File: src/rtl/ppbi_pkg.sv
// ---------------------------------------------------------------------------
// Piecewise polynomial backward integral package
// Beat types, sequencer states, constants and helper functions.
// ---------------------------------------------------------------------------
package ppbi_pkg;

  localparam int unsigned MAX_TERMS   = 4;
  localparam int unsigned FRAC_BITS   = 16;
  localparam int unsigned COEF_N      = 4;
  localparam int unsigned TERM_LIMIT  = (MAX_TERMS < COEF_N) ? MAX_TERMS : COEF_N;
  localparam int unsigned PROD_W      = 64;
  localparam int unsigned DIGIT_W     = 16;
  localparam int unsigned REM_W       = 3;
  localparam int unsigned CUR_W       = DIGIT_W + REM_W;
  localparam int unsigned RECIP_W     = 21;
  localparam int unsigned RECIP_SHIFT = 21;

  typedef logic [2:0] term_count_t;
  typedef logic [2:0] term_idx_t;
  typedef logic [2:0] divisor_t;

  localparam term_idx_t IDX_SUM  = 3'd0;
  localparam term_idx_t IDX_DIFF = 3'd1;
  localparam term_idx_t IDX_G0   = 3'd2;
  localparam divisor_t  TRAP_DIV = 3'd2;

  typedef struct packed {
    logic               restart;
    logic        [30:0] interval_width;
    logic signed [31:0] f_left;
    logic signed [31:0] f_right;
    logic signed [31:0] coef_0;
    logic signed [31:0] coef_1;
    logic signed [31:0] coef_2;
    logic signed [31:0] coef_3;
  } in_beat_t;

  typedef struct packed {
    logic signed [31:0] integral_left;
    logic signed [31:0] slot_0;
    logic signed [31:0] slot_1;
    logic signed [31:0] slot_2;
    logic signed [31:0] slot_3;
    logic signed [31:0] slot_4;
  } out_beat_t;

  typedef enum logic [2:0] {
    ST_IDLE,
    ST_OPER,
    ST_MUL,
    ST_LOAD,
    ST_DIV,
    ST_FIN1,
    ST_FIN2
  } state_e;

  typedef struct packed {
    logic     start;
    divisor_t divisor;
  } cdiv_ctrl_t;

  // Reciprocal of the divisor scaled by 2^RECIP_SHIFT, rounded up. It is exact for
  // every partial dividend below the divisor times 2^DIGIT_W.
  function automatic logic [RECIP_W-1:0] recip(input divisor_t d);
    logic [RECIP_W-1:0] m;
    unique case (d)
      3'd3:    m = 21'd699051;
      3'd4:    m = 21'd524288;
      3'd5:    m = 21'd419431;
      default: m = 21'd1048576;
    endcase
    return m;
  endfunction

  function automatic logic signed [31:0] sat32(input logic signed [63:0] v);
    logic signed [31:0] r;
    if (v > 64'sh0000_0000_7FFF_FFFF) begin
      r = 32'sh7FFF_FFFF;
    end else if (v < -64'sh0000_0000_8000_0000) begin
      r = 32'sh8000_0000;
    end else begin
      r = v[31:0];
    end
    return r;
  endfunction

endpackage

File: src/rtl/ppbi_cfg_if.sv
// ---------------------------------------------------------------------------
// Configuration channel
// Valid/ready write channel carrying the term count register value.
// ---------------------------------------------------------------------------
interface ppbi_cfg_if import ppbi_pkg::*; ();
  logic        valid;
  logic        ready;
  term_count_t data;

  modport source (output valid, output data, input ready);
  modport sink (input valid, input data, output ready);
endinterface

File: src/rtl/ppbi_in_if.sv
// ---------------------------------------------------------------------------
// Interval input channel
// Valid/ready channel carrying one interval beat.
// ---------------------------------------------------------------------------
interface ppbi_in_if import ppbi_pkg::*; ();
  logic     valid;
  logic     ready;
  in_beat_t data;

  modport source (output valid, output data, input ready);
  modport sink (input valid, input data, output ready);
endinterface

File: src/rtl/ppbi_out_if.sv
// ---------------------------------------------------------------------------
// Result output channel
// Valid/ready channel carrying the integral and slot beat.
// ---------------------------------------------------------------------------
interface ppbi_out_if import ppbi_pkg::*; ();
  logic      valid;
  logic      ready;
  out_beat_t data;

  modport source (output valid, output data, input ready);
  modport sink (input valid, input data, output ready);
endinterface

File: src/rtl/ppbi_cdiv.sv
// ---------------------------------------------------------------------------
// Digit-serial constant divider
// Divides an unsigned value by 2, 3, 4 or 5, one 16-bit digit per cycle,
// using a reciprocal multiply and a small remainder correction.
// ---------------------------------------------------------------------------
module ppbi_cdiv import ppbi_pkg::*; #(
  parameter int unsigned FracBits = FRAC_BITS
) (
  input  logic                         clk_i,
  input  logic                         rst_ni,
  input  cdiv_ctrl_t                   ctrl_i,
  input  logic [PROD_W-FracBits-1:0]   dividend_i,
  output logic [PROD_W-FracBits-1:0]   quotient_o,
  output logic                         done_o
);

  localparam int unsigned QW    = PROD_W - FracBits;
  localparam int unsigned ND    = (QW + DIGIT_W - 1) / DIGIT_W;
  localparam int unsigned PAD_W = ND * DIGIT_W;
  localparam int unsigned CNT_W = $clog2(ND);

  logic [PAD_W-1:0]          num_q;
  logic [PAD_W-1:0]          quo_q;
  logic [REM_W-1:0]          rem_q;
  divisor_t                  div_q;
  logic [CNT_W-1:0]          cnt_q;
  logic                      busy_q;
  logic                      done_q;

  logic [CUR_W-1:0]          cur;
  logic [CUR_W+RECIP_W-1:0]  est;
  logic [DIGIT_W-1:0]        qd;
  logic [CUR_W-1:0]          back;
  logic [CUR_W-1:0]          rem_full;

  assign cur      = {rem_q, num_q[PAD_W-1 -: DIGIT_W]};
  assign est      = (CUR_W+RECIP_W)'(cur) * (CUR_W+RECIP_W)'(recip(div_q));
  assign qd       = est[RECIP_SHIFT +: DIGIT_W];
  assign back     = CUR_W'(qd) * CUR_W'(div_q);
  assign rem_full = cur - back;

  always_ff @(posedge clk_i or negedge rst_ni) begin
    if (!rst_ni) begin
      busy_q <= 1'b0;
      done_q <= 1'b0;
      cnt_q  <= '0;
    end else if (ctrl_i.start) begin
      busy_q <= 1'b1;
      done_q <= 1'b0;
      cnt_q  <= '0;
    end else if (busy_q) begin
      cnt_q <= cnt_q + CNT_W'(1);
      if (cnt_q == CNT_W'(ND - 1)) begin
        busy_q <= 1'b0;
        done_q <= 1'b1;
      end
    end else begin
      done_q <= 1'b0;
    end
  end

  always_ff @(posedge clk_i) begin
    if (ctrl_i.start) begin
      num_q <= PAD_W'(dividend_i);
      rem_q <= '0;
      div_q <= ctrl_i.divisor;
    end else if (busy_q) begin
      num_q <= num_q << DIGIT_W;
      quo_q <= {quo_q[PAD_W-DIGIT_W-1:0], qd};
      rem_q <= rem_full[REM_W-1:0];
    end
  end

  assign quotient_o = quo_q[QW-1:0];
  assign done_o     = done_q;

endmodule

File: src/rtl/piecewise_poly_backward_integral_core.sv
// ---------------------------------------------------------------------------
// Piecewise polynomial backward integral core
// Each term passes operand setup, the shared 31x32 multiplier and the
// digit-serial constant divider over ND = ceil((64 - FracBits) / 16) digits.
// An item has 2 + r terms, r the clamped term count. The core is ready for
// the next beat in the same cycle as the item's result turns valid; the result
// waits while an earlier result is stalled at the output.
// Reset clears the running integral, the term count and any pending result.
// ---------------------------------------------------------------------------
module piecewise_poly_backward_integral_core import ppbi_pkg::*; #(
  parameter int unsigned FracBits = FRAC_BITS
) (
  input  logic        clk_i,
  input  logic        rst_ni,
  ppbi_cfg_if.sink    cfg_i,
  ppbi_in_if.sink     in_i,
  ppbi_out_if.source  out_o
);

  localparam int unsigned QW = PROD_W - FracBits;

  state_e                    state_q, state_d;
  term_count_t               term_count_q;
  term_idx_t                 r_q;
  term_idx_t                 idx_q;
  logic [30:0]               w_q;
  logic signed [31:0]        fl_q;
  logic signed [31:0]        fr_q;
  logic signed [31:0]        g_q [COEF_N];
  logic signed [31:0]        running_q;
  logic signed [63:0]        acc_int_q;
  logic signed [63:0]        acc_s1_q;
  logic signed [31:0]        slot_q [4];
  logic                      neg_q;
  logic [32:0]               mag_q;
  divisor_t                  d_q;
  logic [PROD_W-1:0]         prod_q;
  out_beat_t                 out_q;
  logic                      out_valid_q;

  logic                      in_acc;
  logic                      out_load;
  logic                      last_term;
  cdiv_ctrl_t                div_ctrl;
  logic [QW-1:0]             quotient;
  logic                      div_done;
  logic signed [32:0]        x_sel;
  logic signed [31:0]        g_sel;
  logic [62:0]               mul_res;
  logic [PROD_W-1:0]         rounded;
  logic signed [63:0]        q_ext;
  logic signed [63:0]        term;
  logic signed [63:0]        slot_sum;
  term_idx_t                 r_new;

  assign in_acc    = in_i.valid && in_i.ready;
  assign last_term = (idx_q == (IDX_DIFF + r_q));
  assign r_new     = (term_count_q > term_count_t'(TERM_LIMIT)) ?
                     term_idx_t'(TERM_LIMIT) : term_count_q;

  always_comb begin
    state_d = state_q;
    unique case (state_q)
      ST_IDLE: if (in_acc) state_d = ST_OPER;
      ST_OPER: state_d = ST_MUL;
      ST_MUL:  state_d = ST_LOAD;
      ST_LOAD: state_d = ST_DIV;
      ST_DIV: begin
        if (div_done) begin
          state_d = last_term ? ST_FIN1 : ST_OPER;
        end
      end
      ST_FIN1: state_d = ST_FIN2;
      ST_FIN2: if (out_load) state_d = ST_IDLE;
      default: state_d = ST_IDLE;
    endcase
  end

  always_comb begin
    in_i.ready       = (state_q == ST_IDLE);
    cfg_i.ready      = 1'b1;
    div_ctrl.start   = (state_q == ST_LOAD);
    div_ctrl.divisor = d_q;
    out_load         = (state_q == ST_FIN2) && (!out_valid_q || out_o.ready);
  end

  always_comb begin
    g_sel = g_q[2'(idx_q - IDX_G0)];
    priority if (idx_q == IDX_SUM) begin
      x_sel = 33'(fl_q) + 33'(fr_q);
    end else if (idx_q == IDX_DIFF) begin
      x_sel = 33'(fr_q) - 33'(fl_q);
    end else begin
      x_sel = 33'(g_sel);
    end
  end

  assign mul_res  = 63'(w_q) * 63'(mag_q[31:0]);
  assign rounded  = prod_q + (PROD_W'(d_q) << (FracBits - 1));
  assign q_ext    = 64'(quotient);
  assign term     = neg_q ? -q_ext : q_ext;
  assign slot_sum = 64'(slot_q[0]) + 64'(slot_q[1]) + 64'(slot_q[2]) + 64'(slot_q[3]);

  ppbi_cdiv #(
    .FracBits (FracBits)
  ) u_cdiv (
    .clk_i      (clk_i),
    .rst_ni     (rst_ni),
    .ctrl_i     (div_ctrl),
    .dividend_i (rounded[PROD_W-1:FracBits]),
    .quotient_o (quotient),
    .done_o     (div_done)
  );

  always_ff @(posedge clk_i or negedge rst_ni) begin
    if (!rst_ni) begin
      state_q      <= ST_IDLE;
      term_count_q <= '0;
      running_q    <= '0;
      out_valid_q  <= 1'b0;
    end else begin
      state_q <= state_d;
      if (cfg_i.valid && cfg_i.ready) begin
        term_count_q <= cfg_i.data;
      end
      if (state_q == ST_FIN1) begin
        running_q <= sat32(acc_int_q);
      end
      if (out_load) begin
        out_valid_q <= 1'b1;
      end else if (out_o.ready) begin
        out_valid_q <= 1'b0;
      end
    end
  end

  always_ff @(posedge clk_i) begin
    if (in_acc) begin
      r_q       <= r_new;
      idx_q     <= IDX_SUM;
      w_q       <= in_i.data.interval_width;
      fl_q      <= in_i.data.f_left;
      fr_q      <= in_i.data.f_right;
      g_q[0]    <= in_i.data.coef_0;
      g_q[1]    <= in_i.data.coef_1;
      g_q[2]    <= in_i.data.coef_2;
      g_q[3]    <= in_i.data.coef_3;
      acc_int_q <= in_i.data.restart ? 64'sd0 : 64'(running_q);
      acc_s1_q  <= '0;
      slot_q[1] <= '0;
      slot_q[2] <= '0;
      slot_q[3] <= '0;
    end
    if (state_q == ST_OPER) begin
      neg_q <= x_sel[32];
      mag_q <= x_sel[32] ? 33'(-x_sel) : 33'(x_sel);
      d_q   <= (idx_q < IDX_G0) ? TRAP_DIV : idx_q;
    end
    if (state_q == ST_MUL) begin
      prod_q <= mag_q[32] ? {1'b0, w_q, 32'd0} : {1'b0, mul_res};
    end
    if (state_q == ST_DIV && div_done) begin
      idx_q <= idx_q + 3'd1;
      if (idx_q == IDX_SUM) begin
        acc_int_q <= acc_int_q + term;
      end else if (idx_q == IDX_DIFF) begin
        acc_s1_q <= acc_s1_q - term;
      end else begin
        acc_int_q <= acc_int_q + term;
        if (idx_q == IDX_G0) begin
          acc_s1_q <= acc_s1_q - term;
        end else begin
          slot_q[2'(idx_q - IDX_G0)] <= sat32(-term);
        end
      end
    end
    if (state_q == ST_FIN1) begin
      slot_q[0] <= sat32(acc_s1_q);
    end
    if (out_load) begin
      out_q.integral_left <= running_q;
      out_q.slot_0        <= sat32(-slot_sum);
      out_q.slot_1        <= slot_q[0];
      out_q.slot_2        <= slot_q[1];
      out_q.slot_3        <= slot_q[2];
      out_q.slot_4        <= slot_q[3];
    end
  end

  assign out_o.valid = out_valid_q;
  assign out_o.data  = out_q;

endmodule

File: src/flat_wrapper.sv
// flat-port wrapper written by rule: the top's interface ports become plain ports
module piecewise_poly_backward_integral_core_flat import ppbi_pkg::*;
#(
  parameter int unsigned FracBits = FRAC_BITS
)
  (clk_i, rst_ni, cfg_i_valid, cfg_i_data, cfg_i_ready, in_i_valid, in_i_data, in_i_ready, out_o_valid, out_o_data, out_o_ready);
  ppbi_cfg_if cfg_i_i ();
  ppbi_in_if in_i_i ();
  ppbi_out_if out_o_i ();
  input  logic clk_i;
  input  logic rst_ni;
  input wire logic [$bits(cfg_i_i.valid)-1:0] cfg_i_valid;
  input wire logic [$bits(cfg_i_i.data)-1:0] cfg_i_data;
  output wire logic [$bits(cfg_i_i.ready)-1:0] cfg_i_ready;
  input wire logic [$bits(in_i_i.valid)-1:0] in_i_valid;
  input wire logic [$bits(in_i_i.data)-1:0] in_i_data;
  output wire logic [$bits(in_i_i.ready)-1:0] in_i_ready;
  output wire logic [$bits(out_o_i.valid)-1:0] out_o_valid;
  output wire logic [$bits(out_o_i.data)-1:0] out_o_data;
  input wire logic [$bits(out_o_i.ready)-1:0] out_o_ready;
  assign cfg_i_i.valid = cfg_i_valid;
  assign cfg_i_i.data = cfg_i_data;
  assign cfg_i_ready = cfg_i_i.ready;
  assign in_i_i.valid = in_i_valid;
  assign in_i_i.data = in_i_data;
  assign in_i_ready = in_i_i.ready;
  assign out_o_valid = out_o_i.valid;
  assign out_o_data = out_o_i.data;
  assign out_o_i.ready = out_o_ready;
  piecewise_poly_backward_integral_core #(.FracBits(FracBits)) u_core (.clk_i(clk_i), .rst_ni(rst_ni), .cfg_i(cfg_i_i), .in_i(in_i_i), .out_o(out_o_i));
endmodule
File: config.mk
export PLATFORM = sky130hd
export DESIGN_NAME = piecewise_poly_backward_integral_core_flat
export DESIGN_NICKNAME = d
export VERILOG_FILES = /design/src/rtl/ppbi_pkg.sv /design/src/rtl/ppbi_cfg_if.sv /design/src/rtl/ppbi_in_if.sv /design/src/rtl/ppbi_out_if.sv /design/src/rtl/ppbi_cdiv.sv /design/src/rtl/piecewise_poly_backward_integral_core.sv /design/src/flat_wrapper.sv
export SDC_FILE = /design/constraint.sdc
export NUM_CORES = 2
export LEC_CHECK = 0
export BUFFER_PORTS_ARGS = -buffer_cell sky130_fd_sc_hd__buf_2
export CORE_UTILIZATION = 60
export DETAILED_ROUTE_END_ITERATION = 7
export PLACE_DENSITY = 0.81
export SLEW_MARGIN = 0
export SYNTH_ARGS = -nofsm -noshare
export SYNTH_HDL_FRONTEND = slang
export SYNTH_SLANG_ARGS = --single-unit
File: constraint.sdc
create_clock -name clk_i -period 34.3 [get_ports clk_i]
set_input_delay 6.86 -clock clk_i [delete_from_list [all_inputs] [get_ports clk_i]]
set_output_delay 6.86 -clock clk_i [all_outputs]
set_load 0.005 [all_outputs]
==> impl_metrics.json <==
{
  "crit_top_cell": "fa_1",
  "yosys-top-cells-count": "inv_1, fa_1, nand2_1",
  "clockBufferDepth": 3,
  "die_x_um": 390,
  "skew_ns": 0.0612,
  "synth_seq_cells": 907,
  "cp_slowest_cell": "nor2_1",
  "rsz0062_at_grt": "no",
  "dieArea_sq_um": 152000,
  "clk_pin_slew_ns": 0.06,
  "syn_area_sq_um": 90100,
  "cts_hold_buf": 0,
  "synth_cell_types": 96,
  "gp_congestion": 0.969,
  "cp-start-kind": "register",
  "syn_inst": 9134,
  "dieHeight_um": 390,
  "drt-initial-drc-count": 5884,
  "cp_data_required_time_ns": 34.91,
  "finalSetupViolCount": 0,
  "synth_edf_count": 733,
  "postCtsSetupRepairBufs": 0,
  "worst_pin_slew_ns": 1.17,
  "relSlewSlack": 0.215,
  "yosys_warnings": 0,
  "fillers": 11400,
  "final.min_clock_period_ns": 9.47,
  "viasPerCell": 6.02,
  "synth_largest_area_cell": "edfxtp_1",
  "maxCapViolations": 0,
  "drt-pass1-iter-count": 8,
  "crit_path_end_kind": "register",
  "hold_viol": 0,
  "wl_per_cell_um": 21.6,
  "dp_hpwl_um": 185000,
  "synth_area_leaders": "edfxtp_1, fa_1, ha_1",
  "drt_wl_total_um": 247000,
  "synth_most_common_cell": "inv_1",
  "synth-xor-area-share": 0.0399,
  "fin_tns_setup_ns": 0,
  "muxShareOfSynthArea": 0.00972,
  "clock_sinks": 907,
  "grt_pass1_vias": 71000,
  "multiInputGateArea_sq_um": 57700,
  "num-nets-final": 11300,
  "synthArstFlopShare": 0.0474,
  "route.detailed.drc": 0,
  "hold_path.class": "reg -> reg",
  "yosys.area_share.simple": 0.140,
  "syn_area_per_cell_sq_um": 9.87,
  "syn_nets": 11100,
  "syn_to_final_growth_pct": 8.21,
  "start_util": 0.607,
  "antenna_found_initial": 4,
  "numCtsBuffers": 97,
  "overflow": 0,
  "ff_latch_area_sq_um": 25700,
  "core_area_sq_um": 148000,
  "via_count": 68800,
  "critPathMaxFanout": 18,
  "drive_gt1_frac": 0.0864,
  "post-route-period-util": 0.276,
  "synth_top_area_share": 0.244,
  "synthAdderAreaFrac": 0.336,
  "grt_max_degree": 126,
  "cts_tree": "yes",
  "synth_ff_type": "edfxtp_1",
  "drv_slew": 0,
  "rows": 141,
  "synth_compound_area_frac": 0.113,
  "max_freq_ghz": 0.106,
  "post_cts_resized": 0,
  "cp_slowest_stage_delay_ns": 0.90,
  "yosysSeqAreaShare": 0.285,
  "globalRouteTotalUtil": 0.327,
  "criticalPathCategory": "reg -> reg",
  "cts-htree-levels": 3,
  "status": "finished clean",
  "root_buffer": "clkbuf_16",
  "grt_pass1_wl_um": 389000,
  "synth_top_family_by_area": "adder cells",
  "worstPathArrival_ns": 10.08,
  "portBuffers": 425,
  "ant_nets": 0,
  "pin_count": 427,
  "clk_latency_ns": 0.76
}
## worst paths after layout
check	from	to	slack, ns	cells past startpoint
max	u_core.u_cdiv.div_q[1]$_DFFE_PP_	u_core.u_cdiv.rem_q[2]$_SDFFE_PP0P_	24.83	30
min	u_core.slot_q[3][25]$_SDFFCE_PN0P_	u_core.out_o.data[25]$_DFFE_PP_	0.45	0
max reg2reg	u_core.u_cdiv.div_q[1]$_DFFE_PP_	u_core.u_cdiv.rem_q[2]$_SDFFE_PP0P_	24.83	30
min reg2reg	u_core.slot_q[3][25]$_SDFFCE_PN0P_	u_core.out_o.data[25]$_DFFE_PP_	0.45	0
max in group asynchronous	rst_ni	u_core.out_o.valid$_DFFE_PN0P_	27.38	2
min in group asynchronous	rst_ni	u_core.running_q[31]$_DFFE_PN0P_	6.29	2
## through the flow
stage | utilization | cell area, sq um | cells | worst slack [ns] | hold WS (ns)
finish | 0.657 | 97500 | 11400 | 24.83 | 0.453
global route | 0.657 | 97500 | 11400 | 24.22 | 0.470
CTS | 0.657 | 97500 | 11400 | 24.86 | 0.454
detailed placement | 0.634 | 94100 | 11200 | 24.19 | 0.447
global placement | 0.634 | 94100 | 11200 | 24.29 | 0.454
floorplan | - | 90100 | 9134 | 12.46 | 0.421
## sequential cells by signal, indices dropped and copies added (netlist names), 33 cells and up
register and count:
u_core.out_o.data 192, u_core.g_q 128, u_core.slot_q 128, u_core.acc_int_q 64, u_core.acc_s1_q 64, u_core.prod_q 48
u_core.u_cdiv.num_q 48, u_core.u_cdiv.quotient_o 48, u_core.mag_q 33
## per-layer routing
layer,up-vias,part of all wire,track usage
met5,-,0.00017,0
met4,6,0.050,0.146
met3,749,0.093,0.0691
met2,3466,0.48,0.551
met1,33800,0.38,0.406
li1,30800,-,-
## placed cells by master, fill, tap and decap left out, types with 53 or more instances in the layout
cell type and instances:
buf_4 115, dfxtp_1 131, ha_1 681, nand2b_1 70, buf_2 425, fa_1 1088, nand4_1 83, o21ai_1 91
xor2_1 171, edfxtp_1 733, or3_1 53, a211oi_1 64, inv_1 1384, o21bai_1 68, clkbuf_16 98, o21ai_0 359
a21o_1 166, nor2_1 327, a21oi_1 479, xnor2_1 235, nor3_1 109, nand3_1 183, nand2_1 966, and2_1 454
nor4_1 64
## cell type report
| type | count | area share |
|---|---|---|
| Timing Repair Buffer | 540 | 0.0307 |
| Inverter | 1386 | 0.0534 |
| Multi-Input combinational cell | 6410 | 0.592 |
| Clock buffer | 120 | 0.0262 |
| Clock inverter | 61 | 0.00881 |
| Antenna cell | 2 | 0.0000513 |
| Tap cell | 2002 | 0.0257 |
| Sequential cell | 907 | 0.264 |
## logic make-up after synthesis
family                   count (synthesis)
AO/OA/AOI/OAI                         1625
buffers and inverters                 1817
flip-flops                             907
XOR/XNOR                               408
other                                    1
AND/OR/NAND/NOR                       2560
adder cells (fa/ha/maj)               1769
multiplexers                            47
## critical path, delay by kind of cell, from the launching register on
kind,cells,cell delay [ns]
AO/OA/AOI/OAI,3,1.33
XOR/XNOR,4,0.92
adder cells (fa/ha/maj),9,4.02
buffers and inverters,5,0.30
flip-flops,1,0.45
multiplexers,1,0.15
AND/OR/NAND/NOR,8,2.16
Power is not shown: default switching activity piles up to over one toggle a cycle in this logic, so the estimate is an artifact.
